[src/vpso_pkg.sv]
package vpso_pkg;

   localparam int FRAC_BITS   = 24;
   localparam int DIGIT_W     = 24;
   localparam int DIG_IDX_W   = 2;
   localparam int TERM_W      = 4;
   localparam int CSR_INDEX_W = 3;

   localparam logic [CSR_INDEX_W-1:0] REG_MODEL_A21            = 3'd0;
   localparam logic [CSR_INDEX_W-1:0] REG_MODEL_A22            = 3'd1;
   localparam logic [CSR_INDEX_W-1:0] REG_INPUT_GAIN           = 3'd2;
   localparam logic [CSR_INDEX_W-1:0] REG_OBSERVER_GAIN_FIRST  = 3'd3;
   localparam logic [CSR_INDEX_W-1:0] REG_OBSERVER_GAIN_SECOND = 3'd4;
   localparam logic [CSR_INDEX_W-1:0] REG_FILTER_POLE          = 3'd5;
   localparam logic [CSR_INDEX_W-1:0] REG_FILTER_FEED          = 3'd6;
   localparam logic [CSR_INDEX_W-1:0] REG_TIME_STEP            = 3'd7;

   localparam longint RST_MODEL_A21            = -585692611;
   localparam longint RST_MODEL_A22            = -232699986;
   localparam longint RST_INPUT_GAIN           = 12666798;
   localparam longint RST_OBSERVER_GAIN_FIRST  = 436207616;
   localparam longint RST_OBSERVER_GAIN_SECOND = 1056964608;
   localparam longint RST_FILTER_POLE          = 16257122;
   localparam longint RST_FILTER_FEED          = 260047;
   localparam longint RST_TIME_STEP            = 167772;

   // Product terms in the order the shared multiplier works through them.
   localparam logic [TERM_W-1:0] TERM_POLE     = 4'd0;
   localparam logic [TERM_W-1:0] TERM_FEED_NEW = 4'd1;
   localparam logic [TERM_W-1:0] TERM_FEED_OLD = 4'd2;
   localparam logic [TERM_W-1:0] TERM_K0       = 4'd3;
   localparam logic [TERM_W-1:0] TERM_A21      = 4'd4;
   localparam logic [TERM_W-1:0] TERM_A22      = 4'd5;
   localparam logic [TERM_W-1:0] TERM_GAIN     = 4'd6;
   localparam logic [TERM_W-1:0] TERM_K1       = 4'd7;
   localparam logic [TERM_W-1:0] TERM_STEP0    = 4'd8;
   localparam logic [TERM_W-1:0] TERM_STEP1    = 4'd9;

   typedef struct packed {
      logic                 acc_load;
      logic                 issue;
      logic [DIG_IDX_W-1:0] digit;
      logic [TERM_W-1:0]    term;
      logic                 round_wr;
      logic                 diff_wr;
      logic                 finish;
      logic                 idle;
   } seq_ctl_type;

   function automatic logic term_first(input logic [TERM_W-1:0] term);
      logic first;
      unique case (term) inside
         TERM_POLE, TERM_K0, TERM_A21, TERM_STEP0, TERM_STEP1: first = 1'b1;
         default: first = 1'b0;
      endcase
      return first;
   endfunction

   function automatic logic term_last(input logic [TERM_W-1:0] term);
      logic last;
      unique case (term) inside
         TERM_FEED_OLD, TERM_K0, TERM_K1, TERM_STEP0, TERM_STEP1: last = 1'b1;
         default: last = 1'b0;
      endcase
      return last;
   endfunction

endpackage

[src/vpso_mac.sv]
module vpso_mac #(
   parameter int DATA_WIDTH = 40,
   parameter int COEF_WIDTH = 32
) (
   input  logic                        clock,
   input  logic                        reset,
   input  vpso_pkg::seq_ctl_type       ctl,
   input  logic [COEF_WIDTH-1:0]       coef_op,
   input  logic [DATA_WIDTH:0]         data_op,
   input  logic [DATA_WIDTH-1:0]       init_op,
   output logic [DATA_WIDTH-1:0]       result
);
   import vpso_pkg::*;

   localparam int DW1     = DATA_WIDTH + 1;
   localparam int NDIG    = (DW1 + DIGIT_W - 1) / DIGIT_W;
   localparam int EXT_W   = NDIG * DIGIT_W;
   localparam int PROD_W  = COEF_WIDTH + DIGIT_W + 1;
   localparam int ACC_W   = DATA_WIDTH + COEF_WIDTH + FRAC_BITS;
   localparam int RND_W   = ACC_W - FRAC_BITS;
   localparam logic [DIG_IDX_W-1:0] TOP_DIGIT = DIG_IDX_W'(NDIG - 1);
   localparam logic [ACC_W-1:0] HALF_LSB = ACC_W'(1) << (FRAC_BITS - 1);

   logic signed [EXT_W-1:0]  data_ext;
   logic [DIGIT_W-1:0]       digit_raw;
   logic signed [DIGIT_W:0]  digit_s;
   logic signed [PROD_W-1:0] prod;
   logic signed [ACC_W-1:0]  part_ext;
   logic [ACC_W-1:0]         part_shifted;
   logic [ACC_W-1:0]         rnd_sum;
   logic [RND_W-1:0]         rnd;
   logic [RND_W-DATA_WIDTH:0] upper;

   logic signed [PROD_W-1:0] partial_ff, partial_in;
   logic [DIG_IDX_W-1:0]     pshift_ff, pshift_in;
   logic                     pvalid_ff, pvalid_in;
   logic [ACC_W-1:0]         acc_ff, acc_in;

   // Low digits are unsigned, the top digit carries the sign.
   assign data_ext  = EXT_W'($signed(data_op));
   assign digit_raw = data_ext[ctl.digit*DIGIT_W +: DIGIT_W];
   assign digit_s   = $signed({(ctl.digit == TOP_DIGIT) & digit_raw[DIGIT_W-1], digit_raw});
   assign prod      = $signed(coef_op) * digit_s;

   assign part_ext     = ACC_W'(partial_ff);
   assign part_shifted = part_ext << (pshift_ff * DIGIT_W);

   always_comb begin
      partial_in = prod;
      pshift_in  = ctl.digit;
      pvalid_in  = ctl.issue;
      acc_in     = acc_ff;
      if (ctl.acc_load) begin
         acc_in = ACC_W'($signed(init_op)) << FRAC_BITS;
      end else if (pvalid_ff) begin
         acc_in = acc_ff + part_shifted;
      end
   end

   always_ff @(posedge clock) begin
      partial_ff <= partial_in;
      pshift_ff  <= pshift_in;
      acc_ff     <= acc_in;
      if (reset) begin
         pvalid_ff <= 1'b0;
      end else begin
         pvalid_ff <= pvalid_in;
      end
   end

   // Round to nearest with ties up, then saturate to the data width.
   assign rnd_sum = acc_ff + HALF_LSB;
   assign rnd     = rnd_sum[ACC_W-1:FRAC_BITS];
   assign upper   = rnd[RND_W-1:DATA_WIDTH-1];

   always_comb begin
      if (&upper || ~|upper) begin
         result = rnd[DATA_WIDTH-1:0];
      end else if (rnd[RND_W-1]) begin
         result = {1'b1, {(DATA_WIDTH-1){1'b0}}};
      end else begin
         result = {1'b0, {(DATA_WIDTH-1){1'b1}}};
      end
   end

endmodule

[src/vpso_seq.sv]
module vpso_seq #(
   parameter int NUM_DIGITS = 2
) (
   input  logic                  clock,
   input  logic                  reset,
   input  logic                  start,
   input  logic                  out_free,
   output vpso_pkg::seq_ctl_type ctl
);
   import vpso_pkg::*;

   localparam logic [DIG_IDX_W-1:0] LAST_DIGIT = DIG_IDX_W'(NUM_DIGITS - 1);

   typedef enum logic [5:0] {
      S_IDLE   = 6'b000001,
      S_ISSUE  = 6'b000010,
      S_DRAIN  = 6'b000100,
      S_ROUND  = 6'b001000,
      S_DIFF   = 6'b010000,
      S_FINISH = 6'b100000
   } seq_state_type;

   seq_state_type        state_ff, state_in;
   logic [TERM_W-1:0]    term_ff, term_in;
   logic [DIG_IDX_W-1:0] digit_ff, digit_in;

   always_comb begin
      state_in = state_ff;
      term_in  = term_ff;
      digit_in = digit_ff;
      ctl      = '0;
      ctl.digit = digit_ff;
      ctl.term  = term_ff;
      ctl.idle  = (state_ff == S_IDLE);
      unique case (state_ff)
         S_IDLE: begin
            if (start) begin
               term_in  = TERM_POLE;
               digit_in = '0;
               state_in = S_ISSUE;
            end
         end
         S_ISSUE: begin
            ctl.issue    = 1'b1;
            ctl.acc_load = (digit_ff == '0) && term_first(term_ff);
            if (digit_ff == LAST_DIGIT) begin
               digit_in = '0;
               if (term_last(term_ff)) begin
                  state_in = S_DRAIN;
               end else begin
                  term_in = term_ff + TERM_W'(1);
               end
            end else begin
               digit_in = digit_ff + DIG_IDX_W'(1);
            end
         end
         S_DRAIN: begin
            state_in = S_ROUND;
         end
         S_ROUND: begin
            ctl.round_wr = 1'b1;
            if (term_ff == TERM_FEED_OLD) begin
               state_in = S_DIFF;
            end else if (term_ff == TERM_STEP1) begin
               state_in = S_FINISH;
            end else begin
               term_in  = term_ff + TERM_W'(1);
               state_in = S_ISSUE;
            end
         end
         S_DIFF: begin
            ctl.diff_wr = 1'b1;
            term_in     = term_ff + TERM_W'(1);
            state_in    = S_ISSUE;
         end
         S_FINISH: begin
            if (out_free) begin
               ctl.finish = 1'b1;
               state_in   = S_IDLE;
            end
         end
         default: begin
            state_in = S_IDLE;
         end
      endcase
   end

   always_ff @(posedge clock) begin
      if (reset) begin
         state_ff <= S_IDLE;
         term_ff  <= TERM_POLE;
         digit_ff <= '0;
      end else begin
         state_ff <= state_in;
         term_ff  <= term_in;
         digit_ff <= digit_in;
      end
   end

endmodule

[src/velocity_prefilter_state_observer_core.sv]
// Velocity prefilter and two-state observer.
// The req channel carries one request per sample: the raw velocity and the drive
// voltage. The block low-pass filters the velocity, then advances the observer by
// one Euler step, and returns both state estimates and the filtered velocity on
// the rsp channel. The user must write coefficients through the csr channel only
// while the block is idle; the block itself does not enforce this, and
// csr_ready is always high. One multiplier handles every product, one data
// digit of 24 bits per cycle; each data operand is split into D digits, where
// D = ceil((DATA_WIDTH+1)/24). The next request is taken in the cycle after
// the result is registered, and not while the previous one is in progress.
// The result sits in an output register. If the receiver stalls, the block
// finishes the next request and then waits with req_tready low until the
// register is free.
// Reset is synchronous: it clears the state estimates and filter history,
// restores the default coefficients and drops rsp_tvalid.
module velocity_prefilter_state_observer_core #(
   parameter int DATA_WIDTH = 40,
   parameter int COEF_WIDTH = 32
) (
   input  logic                                        clock,
   input  logic                                        reset,
   input  logic                                        req_tvalid,
   output logic                                        req_tready,
   // velocity_sample, drive_voltage
   input  logic [((2*DATA_WIDTH+7)/8)*8-1:0]           req_tdata,
   output logic                                        rsp_tvalid,
   input  logic                                        rsp_tready,
   // estimate_first, estimate_second, filtered_velocity
   output logic [((3*DATA_WIDTH+7)/8)*8-1:0]           rsp_tdata,
   input  logic                                        csr_valid,
   output logic                                        csr_ready,
   input  logic [vpso_pkg::CSR_INDEX_W-1:0]            csr_index,
   input  logic [COEF_WIDTH-1:0]                       csr_data
);
   import vpso_pkg::*;

   localparam int RSP_W      = ((3*DATA_WIDTH+7)/8)*8;
   localparam int NUM_DIGITS = (DATA_WIDTH + DIGIT_W) / DIGIT_W;

   seq_ctl_type           ctl;
   logic                  req_accept;
   logic                  out_free;
   logic [COEF_WIDTH-1:0] coef_op;
   logic [DATA_WIDTH:0]   data_op;
   logic [DATA_WIDTH-1:0] init_op;
   logic [DATA_WIDTH-1:0] mac_result;

   logic [COEF_WIDTH-1:0] a21_ff, a21_in;
   logic [COEF_WIDTH-1:0] a22_ff, a22_in;
   logic [COEF_WIDTH-1:0] gain_ff, gain_in;
   logic [COEF_WIDTH-1:0] k0_ff, k0_in;
   logic [COEF_WIDTH-1:0] k1_ff, k1_in;
   logic [COEF_WIDTH-1:0] pole_ff, pole_in;
   logic [COEF_WIDTH-1:0] feed_ff, feed_in;
   logic [COEF_WIDTH-2:0] step_ff, step_in;

   logic [DATA_WIDTH-1:0] sample_ff, sample_in;
   logic [DATA_WIDTH-1:0] voltage_ff, voltage_in;
   logic [DATA_WIDTH-1:0] prev_raw_ff, prev_raw_in;
   logic [DATA_WIDTH-1:0] prev_filt_ff, prev_filt_in;
   logic [DATA_WIDTH-1:0] est_first_ff, est_first_in;
   logic [DATA_WIDTH-1:0] est_second_ff, est_second_in;
   logic [DATA_WIDTH-1:0] deriv_first_ff, deriv_first_in;
   logic [DATA_WIDTH-1:0] deriv_second_ff, deriv_second_in;
   logic [DATA_WIDTH:0]   diff_ff, diff_in;
   logic                  rsp_valid_ff, rsp_valid_in;
   logic [DATA_WIDTH-1:0] rsp_first_ff, rsp_first_in;
   logic [DATA_WIDTH-1:0] rsp_second_ff, rsp_second_in;
   logic [DATA_WIDTH-1:0] rsp_filt_ff, rsp_filt_in;

   assign req_tready = ctl.idle;
   assign req_accept = req_tvalid && req_tready;
   assign out_free   = !rsp_valid_ff || rsp_tready;
   assign csr_ready  = 1'b1;
   assign rsp_tvalid = rsp_valid_ff;
   assign rsp_tdata  = RSP_W'({rsp_filt_ff, rsp_second_ff, rsp_first_ff});

   vpso_seq #(
      .NUM_DIGITS (NUM_DIGITS)
   ) u_seq (
      .clock    (clock),
      .reset    (reset),
      .start    (req_accept),
      .out_free (out_free),
      .ctl      (ctl)
   );

   vpso_mac #(
      .DATA_WIDTH (DATA_WIDTH),
      .COEF_WIDTH (COEF_WIDTH)
   ) u_mac (
      .clock   (clock),
      .reset   (reset),
      .ctl     (ctl),
      .coef_op (coef_op),
      .data_op (data_op),
      .init_op (init_op),
      .result  (mac_result)
   );

   always_comb begin
      coef_op = pole_ff;
      data_op = (DATA_WIDTH+1)'($signed(prev_filt_ff));
      init_op = '0;
      unique case (ctl.term)
         TERM_POLE: begin
            coef_op = pole_ff;
            data_op = (DATA_WIDTH+1)'($signed(prev_filt_ff));
         end
         TERM_FEED_NEW: begin
            coef_op = feed_ff;
            data_op = (DATA_WIDTH+1)'($signed(sample_ff));
         end
         TERM_FEED_OLD: begin
            coef_op = feed_ff;
            data_op = (DATA_WIDTH+1)'($signed(prev_raw_ff));
         end
         TERM_K0: begin
            coef_op = k0_ff;
            data_op = diff_ff;
            init_op = est_second_ff;
         end
         TERM_A21: begin
            coef_op = a21_ff;
            data_op = (DATA_WIDTH+1)'($signed(est_first_ff));
         end
         TERM_A22: begin
            coef_op = a22_ff;
            data_op = (DATA_WIDTH+1)'($signed(est_second_ff));
         end
         TERM_GAIN: begin
            coef_op = gain_ff;
            data_op = (DATA_WIDTH+1)'($signed(voltage_ff));
         end
         TERM_K1: begin
            coef_op = k1_ff;
            data_op = diff_ff;
         end
         TERM_STEP0: begin
            coef_op = {1'b0, step_ff};
            data_op = (DATA_WIDTH+1)'($signed(deriv_first_ff));
            init_op = est_first_ff;
         end
         TERM_STEP1: begin
            coef_op = {1'b0, step_ff};
            data_op = (DATA_WIDTH+1)'($signed(deriv_second_ff));
            init_op = est_second_ff;
         end
         default: begin
            coef_op = pole_ff;
         end
      endcase
   end

   always_comb begin
      a21_in  = a21_ff;
      a22_in  = a22_ff;
      gain_in = gain_ff;
      k0_in   = k0_ff;
      k1_in   = k1_ff;
      pole_in = pole_ff;
      feed_in = feed_ff;
      step_in = step_ff;
      if (csr_valid && csr_ready) begin
         unique case (csr_index)
            REG_MODEL_A21:            a21_in  = csr_data;
            REG_MODEL_A22:            a22_in  = csr_data;
            REG_INPUT_GAIN:           gain_in = csr_data;
            REG_OBSERVER_GAIN_FIRST:  k0_in   = csr_data;
            REG_OBSERVER_GAIN_SECOND: k1_in   = csr_data;
            REG_FILTER_POLE:          pole_in = csr_data;
            REG_FILTER_FEED:          feed_in = csr_data;
            REG_TIME_STEP:            step_in = csr_data[COEF_WIDTH-2:0];
            default: begin
               a21_in = a21_ff;
            end
         endcase
      end
   end

   always_comb begin
      sample_in       = sample_ff;
      voltage_in      = voltage_ff;
      prev_raw_in     = prev_raw_ff;
      prev_filt_in    = prev_filt_ff;
      est_first_in    = est_first_ff;
      est_second_in   = est_second_ff;
      deriv_first_in  = deriv_first_ff;
      deriv_second_in = deriv_second_ff;
      diff_in         = diff_ff;
      rsp_valid_in    = rsp_valid_ff && !rsp_tready;
      rsp_first_in    = rsp_first_ff;
      rsp_second_in   = rsp_second_ff;
      rsp_filt_in     = rsp_filt_ff;
      if (req_accept) begin
         sample_in  = req_tdata[DATA_WIDTH-1:0];
         voltage_in = req_tdata[2*DATA_WIDTH-1:DATA_WIDTH];
      end
      if (ctl.round_wr) begin
         unique case (ctl.term)
            TERM_FEED_OLD: prev_filt_in    = mac_result;
            TERM_K0:       deriv_first_in  = mac_result;
            TERM_K1:       deriv_second_in = mac_result;
            TERM_STEP0:    est_first_in    = mac_result;
            TERM_STEP1:    est_second_in   = mac_result;
            default: begin
               prev_filt_in = prev_filt_ff;
            end
         endcase
      end
      if (ctl.diff_wr) begin
         diff_in = (DATA_WIDTH+1)'($signed(prev_filt_ff))
                 - (DATA_WIDTH+1)'($signed(est_first_ff));
      end
      if (ctl.finish) begin
         prev_raw_in   = sample_ff;
         rsp_valid_in  = 1'b1;
         rsp_first_in  = est_first_ff;
         rsp_second_in = est_second_ff;
         rsp_filt_in   = prev_filt_ff;
      end
   end

   always_ff @(posedge clock) begin
      sample_ff       <= sample_in;
      voltage_ff      <= voltage_in;
      deriv_first_ff  <= deriv_first_in;
      deriv_second_ff <= deriv_second_in;
      diff_ff         <= diff_in;
      rsp_first_ff    <= rsp_first_in;
      rsp_second_ff   <= rsp_second_in;
      rsp_filt_ff     <= rsp_filt_in;
      if (reset) begin
         a21_ff        <= COEF_WIDTH'(RST_MODEL_A21);
         a22_ff        <= COEF_WIDTH'(RST_MODEL_A22);
         gain_ff       <= COEF_WIDTH'(RST_INPUT_GAIN);
         k0_ff         <= COEF_WIDTH'(RST_OBSERVER_GAIN_FIRST);
         k1_ff         <= COEF_WIDTH'(RST_OBSERVER_GAIN_SECOND);
         pole_ff       <= COEF_WIDTH'(RST_FILTER_POLE);
         feed_ff       <= COEF_WIDTH'(RST_FILTER_FEED);
         step_ff       <= (COEF_WIDTH-1)'(RST_TIME_STEP);
         prev_raw_ff   <= '0;
         prev_filt_ff  <= '0;
         est_first_ff  <= '0;
         est_second_ff <= '0;
         rsp_valid_ff  <= 1'b0;
      end else begin
         a21_ff        <= a21_in;
         a22_ff        <= a22_in;
         gain_ff       <= gain_in;
         k0_ff         <= k0_in;
         k1_ff         <= k1_in;
         pole_ff       <= pole_in;
         feed_ff       <= feed_in;
         step_ff       <= step_in;
         prev_raw_ff   <= prev_raw_in;
         prev_filt_ff  <= prev_filt_in;
         est_first_ff  <= est_first_in;
         est_second_ff <= est_second_in;
         rsp_valid_ff  <= rsp_valid_in;
      end
   end

`ifndef ASSERT_OFF
   assert property (@(posedge clock) disable iff (reset)
      $rose(rsp_valid_ff) |-> $past(ctl.finish))
      else $error("Result appeared without a finished request.");

   assert property (@(posedge clock) disable iff (reset)
      ctl.finish |-> (!rsp_valid_ff || rsp_tready))
      else $error("Result register overwritten while still held.");

   assert property (@(posedge clock) disable iff (reset)
      !ctl.round_wr |=> $stable(est_first_ff) && $stable(est_second_ff))
      else $error("State estimate changed outside a write-back step.");
`endif

endmodule
[config.mk]
export PLATFORM = sky130hd
export DESIGN_NAME = velocity_prefilter_state_observer_core
export DESIGN_NICKNAME = d
export VERILOG_FILES = /design/src/vpso_pkg.sv /design/src/vpso_mac.sv /design/src/vpso_seq.sv /design/src/velocity_prefilter_state_observer_core.sv
export SDC_FILE = /design/constraint.sdc
export NUM_CORES = 2
export LEC_CHECK = 0
export BUFFER_PORTS_ARGS = -buffer_cell sky130_fd_sc_hd__buf_2
export CORE_ASPECT_RATIO = 1.2
export CORE_UTILIZATION = 40
export CTS_BUF_LIST = sky130_fd_sc_hd__clkbuf_8
export DETAILED_ROUTE_END_ITERATION = 10
export GPL_TIMING_DRIVEN = 0
export PLACE_DENSITY = 0.53
export SLEW_MARGIN = 25
export SYNTH_ARGS = -nofsm -noshare
export SYNTH_HDL_FRONTEND = slang
export SYNTH_HIERARCHICAL = 1
export SYNTH_SLANG_ARGS = --single-unit
export TNS_END_PERCENT = 50
[constraint.sdc]
create_clock -name clock -period 24.9 [get_ports clock]
set_input_delay 0 -clock clock [delete_from_list [all_inputs] [get_ports clock]]
set_output_delay 0 -clock clock [all_outputs]
set_load 0.02 [all_outputs]
Word-level counts from Yosys, hierarchy flattened

Cells that the tools add are included.

Latch bits: 0
Memories: 0
RAM bits: 0
Word-level logic and storage cells: 142
Input port bits: 120
Output and inout bits: 123
Register bits: 905
Bits in read-only memories: 0

$add $sub $neg: 5
Eq/ne operators: 30
Shift-type cells: 2
Bitwise logic cells: 1
Multipliers: 3
Magnitude comparators: 0
Div/mod/pow operators: 0
Mux-type cells: 34
Reductions and logical operators: 38

Operators by type and width:

| kind                                           | number |
|---|---|
| case mux 41 bit (8 select lines)               | 1 |
| case mux 32 bit (7 select lines)               | 1 |
| two-way mux 96 bit                             | 2 |
| adder 96 x 24 -> 96 bit, second input constant | 1 |
| adder 96 bit                                   | 1 |
| << shifter 96 x 7 -> 96 bit                    | 1 |
| two-way mux 40 bit                             | 2 |
| case mux 40 bit (2 select lines)               | 1 |
| multiplier 32 x 25 -> 57 bit                   | 1 |
| indexed part select 48 x 8 -> 24 bit           | 1 |
| subtractor 40 x 40 -> 41 bit                   | 1 |
| two-way mux 6 bit                              | 6 |
| case mux 6 bit (6 select lines)                | 1 |
| AND reduction 33 bit                           | 1 |
| OR reduction 33 bit                            | 1 |
| AND reduction 2 bit                            | 14 |
| two-way mux 4 bit                              | 5 |
| == test 4 x 3 -> 1 bit, second input constant  | 4 |
| case mux 4 bit (4 select lines)                | 1 |
| == test 3 bit, second input constant           | 4 |
| two-way mux 1 bit                              | 10 |
| OR reduction 5 bit                             | 2 |
| == test 4 x 2 -> 1 bit, second input constant  | 2 |
| == test 4 bit, second input constant           | 2 |
| 29 further kinds                               | 47 |

Depth between registers and ports, before layout

Depth after elaboration: 8
Mapped depth: 36

Modules after synthesis

The synthesis kept the hierarchy.

By module, submodules not included:

| module                                 | times used | cells each | area an instance (sq um) | seq. area each (sq um) |
|---|---|---|---|---|
| vpso_mac                               | 1          | 5168       | 43833.3                  | 3843.7 |
| velocity_prefilter_state_observer_core | 1          | 3022       | 30142.7                  | 17967.2 |
| vpso_seq                               | 1          | 114        | 889.6                    | 240.2 |

Worst setup path before layout

OpenSTA, ideal clock, no wires.

Kind: reg2reg
From: reg u_seq.term_ff[2]
To: reg u_mac.partial_ff[53]
Cell stages (with the launch flop): 35
Period minus slack after synthesis: 8.728 ns
Path slack: 16.172 ns
Data arrival time: 8.606 ns
Data required time: 24.778 ns
Setup time: 0.122 ns
Cells stage by stage: dfxtp_1 -> nand2b_1 -> nor3_1 -> clkbuf_1 -> clkbuf_1 -> a22oi_1 -> nand4_1 -> mux2i_1 -> nor2_1 -> clkbuf_1 -> nand2_1 -> inv_1 -> fa_1 -> fa_1 -> fa_1 -> inv_1 -> fa_1 -> inv_1 -> fa_1 -> fa_1 -> inv_1 -> fa_1 -> inv_1 -> ha_1 -> clkbuf_1 -> a21oi_1 -> o21bai_1 -> a21o_1 -> a21o_1 -> a21o_1 -> and2_1 -> or3_1 -> o211a_1 -> or3_1 -> xor2_1

Elaborated cells between the ends (all ways): 17
Classes of those cells: mul (1); eq/ne (9); shift (1); mux (2); bitwise (1); reduce/logical (3)

RTL lines:

| item                                                             | line                                          | source |
|---|---|---|
| start, declared                                                  | vpso_seq.sv:24                                | `logic [TERM_W-1:0] term_ff, term_in;` |
| start signal, assigned                                           | vpso_seq.sv:95                                | `term_ff <= term_in;` |
| == test 4 x 3 -> 1 bit or == test 4 x 2 -> 1 bit (tied branches) | velocity_prefilter_state_observer_core.sv:105 | `unique case (ctl.term)` |
| OR reduction 2 bit (no source line)                              | -                                             |  |
| case mux 41 bit (8 select lines) *                               | velocity_prefilter_state_observer_core.sv:105 |  |
| net data_op[1]                                                   | velocity_prefilter_state_observer_core.sv:44  | `logic [DATA_WIDTH:0] data_op;` |
| indexed part select 48 x 8 -> 24 bit *                           | vpso_mac.sv:41                                | `assign digit_raw = data_ext[ctl.digit*DIGIT_W +: DIGIT_W];` |
| multiplier 32 x 25 -> 57 bit *                                   | vpso_mac.sv:43                                | `assign prod = $signed(coef_op) * digit_s;` |
| net u_mac.partial_in[53]                                         | vpso_mac.sv:34                                | `logic signed [PROD_W-1:0] partial_ff, partial_in;` |
| end signal, assigned                                             | vpso_mac.sv:61                                | `partial_ff <= partial_in;` |
| end, declared                                                    | vpso_mac.sv:34                                |  |

The timed path passes the listed nets; every way through them passes the cells marked *.
A chain may end at the register's enable or synchronous reset.

Worst setup path in the final report

From: reg u_seq.term_ff[1]
To: reg u_mac.partial_ff[49]

The elaborated chain is that of the path after synthesis.

==> metrics.txt <==
CP endpoint=u_mac/partial_ff[49]; Filler cells=18200; area of the multi-input gates=47600 sq um; Tot GR Track Use=35.0%; compound-cell area share of the yosys netlist=13.6%; most common cell in the netlist=nand2_1; Final period util=55.8%; Synth async-reset ratio=0%; required time of the worst setup path=25.62 ns; post-route setup TNS=0 ns; Adder-Cell Fraction of Synth Area=26.9%; Setup crit start kind=flop; Synth top cells by count=nand2_1 (1592), inv_1 (847), fa_1 (821), a21oi_1 (567), dfxtp_1 (512); gr ovfl total=0; largest net degree at the start of global routing=39; PnR worst setup slack=11.01 ns; Rel. slew slack=21.7%; biggest area consumer among synthesized cells=fa_1; setup violators final=0; Post-Syn Area=74900 sq um; synth warn=6; Flop pwr share=39.5%; Gate power share=27.7%; Pleak=36.4 nW; WHS Path Cells=5; CP arrival=14.61 ns; Setup crit start=u_seq/term_ff[1]; top post-synthesis cells by area=fa_1 (22%), edfxtp_1 (16%), dfxtp_1 (14%), nand2_1 (8.0%), ha_1 (5.0%); Clk pwr share=32.9%; CTS Buf Count=157; initial antenna violation count=36; reg2reg path depth=35; most used cell, CP=inv_1; Max VDD drop=52.9 uV; CTS tree=yes; mux cell area share after synthesis=2.02%; I/O pin count=243; vias in the first global route=66100; syn nets=9542; vias per cell=5.71; final hold viol count=0; CP Max Fanout=10; Slowest cell on crit path=clkbuf_1; routed wire length=333000 um; die area=189000 sq um; Area growth syn-to-layout=14.0%; # nets final=10200; EDFF count, synth=393; post-route clock skew=0.0858 ns; Vias=65900; Post-Synth Simple-Gate Area=18.1%; first-pass detailed-route iteration total=11; count of pins over their slew limit=0; mean post-synth cell area=9.02 sq um; sw power=1.72 mW; status=finished with violations; area share of the largest cell type after synthesis=22.0%; hold crit path type=input pin to flop; total power density per cell area=53.0 nW/um^2; initial DRC count=6832; RSZ-0062 raised after global routing=no; Starting Density=40.4%; wire length per cell=28.9 um; post-synthesis sequential area ratio=29.5%; failing checks=DRC; main combinational cell family by area after synthesis=adder cells; clk root buf=clkbuf_8; Cells after Synth=8304; Routed Antenna Nets=0; Rows=173; Sw Share=37.9%; FMAX=72.0 MHz; Final Critical Period=13.89 ns; Die Y=476 um; placer congestion estimate=1.00; Max stage delay on crit path=0.92 ns; Crit Reg-Reg Startpoint=u_seq/term_ff[1]; critical path class=flop to flop; Power Internal=2.81 mW; synth unique cells=102; DRC errors left=24; CP Capture Type=flop; dpl ws=11.36 ns; Worst R2R End=u_mac/partial_ff[49]; IO Port Bufs=208; CTS Buffer Depth=3; first-pass GRT wire length=472000 um; CTS clk-pin slew, worst paths=0.05 ns; Primary FF master, synth=dfxtp_1; share of post-route cells with drive strength above 1=6.90%; register bit total from synthesis=905; Synth Area in XOR/XNOR=2.68%; chip width=397 um; CTS sink cnt=905; max cap viols=0; final core occ=46.0%; H-tree depth=4; detailed placer's ending HPWL=269000 um; clock latency on the worst-skew pair=0.94 ns; total core area=186000 sq um; Slew @ Worst Pin=1.16 ns; flop-to-flop setup slack=11.01 ns; sequential cell area=22100 sq um
## worst min-delay path by stage
| stage | slack, ns | from | end |
|---|---|---|---|
| detailed placement | 0.18 | req_tdata[14] | sample_ff[14] |
| global route | 0.07 | csr_data[4] | k0_ff[4] |
| CTS | 0.0003 | reset | u_seq/term_ff[1] |
| finish | 0.08 | reset | u_seq/term_ff[1] |
| global placement | 0.18 | req_tdata[14] | sample_ff[14] |
| floorplan | 0.07 | reset | u_mac/pvalid_ff |
## final cells by class
class	count	area share [%]
antenna	15	0.0440
buffer	547	2.55
clock buffer	183	2.95
clock inverter	110	1.03
inverter	849	3.74
multi-input combinational	6003	55.8
sequential	905	25.8
tap	2450	3.59
timing repair buffer	470	4.48
## state kept, by name, indices dropped and copies added, names as in the netlist, 32 cells and up
name	count
a21_ff	32
a22_ff	32
deriv_first_ff	40
deriv_second_ff	40
diff_ff	41
est_first_ff	40
est_second_ff	40
feed_ff	32
gain_ff	32
k0_ff	32
k1_ff	32
pole_ff	32
prev_filt_ff	40
prev_raw_ff	40
rsp_filt_ff	40
rsp_first_ff	40
rsp_second_ff	40
sample_ff	40
u_mac/acc_ff	96
u_mac/partial_ff	57
voltage_ff	40
## worst max-delay path, delay by kind of cell, from the launching register on
kind | cells | cell delay [ns]
fa+ha+maj | 8 | 3.92
buf+inv | 12 | 3.47
compound gates | 6 | 2.61
simple gates | 7 | 2.40
xor+xnor | 1 | 0.65
flops | 1 | 0.40
mux | 1 | 0.20
## power groups by stage
stage	clock network (mW)	logic [mW]	registers, mW
after floorplan	0	0.726	1.73
after global placement	0	1.18	1.82
after detailed placement	0	1.19	1.81
after CTS	1.51	1.22	1.78
after global routing	1.57	1.33	1.79
final	1.49	1.25	1.78
## layout by cell type (no fill, tap or decap), types with 37 or more instances in the layout
master / netlist / layout
clkbuf_8: 0 / 183
a21oi_1: 567 / 565
edfxtp_1: 393 / 393
a221oi_1: 52 / 45
nand3b_1: 90 / 90
and3_1: 45 / 45
nor3_1: 70 / 67
ha_1: 297 / 297
nand2b_1: 61 / 61
nand2_1: 1592 / 1592
inv_1: 847 / 892
buf_2: 5 / 213
and2_1: 340 / 337
a22oi_1: 141 / 141
a31oi_1: 48 / 48
clkbuf_2: 34 / 46
xnor2_1: 138 / 138
nand4_1: 157 / 157
mux2i_1: 124 / 124
a22o_1: 83 / 83
dlygate4sd3_1: 0 / 240
dfxtp_1: 512 / 512
o21ai_0: 220 / 212
xor2_1: 91 / 90
clkbuf_1: 474 / 462
o21a_1: 44 / 44
a21o_1: 123 / 123
fa_1: 821 / 821
nor2_1: 336 / 333
nor2b_1: 38 / 37
nand3_1: 96 / 96
a211oi_1: 38 / 37
## what timing repair did
item / 4_1_cts / 5_1_grt
resized for setup: 0 / 0
hold buffers: 240 / 0
endpoints found under the hold margin: 471 / 0
buffers inserted: 0 / 0
## layer usage
metal	part of all wire (%)	up-vias	track usage (%)
li1	-	29000	-
met1	39	32800	43.2
met2	46	3303	56.3
met3	9.3	742	8.00
met4	6.4	18	19.6
met5	0.034	-	0
## cells by family after synthesis
logic type | after synthesis
multiplexers | 148
flip-flops | 905
buffers and inverters | 1396
adder cells (fa/ha/maj) | 1118
AO/OA/AOI/OAI | 1575
XOR/XNOR | 229
other | 1
AND/OR/NAND/NOR | 2932
## stage by stage
| step | hold WS, ns | area [sq um] | cells | power, mW |
|---|---|---|---|---|
| finish | 0.0783 | 85300 | 11500 | 4.52 |
| floorplan | 0.0716 | 74900 | 8304 | 2.46 |
| detailed placement | 0.178 | 79500 | 11000 | 3.00 |
| CTS | 0.000291 | 85300 | 11500 | 4.51 |
| global route | 0.0725 | 85300 | 11500 | 4.69 |
| global placement | 0.178 | 79000 | 11000 | 3.00 |
Note: power is estimated with default switching activity, not from simulation.
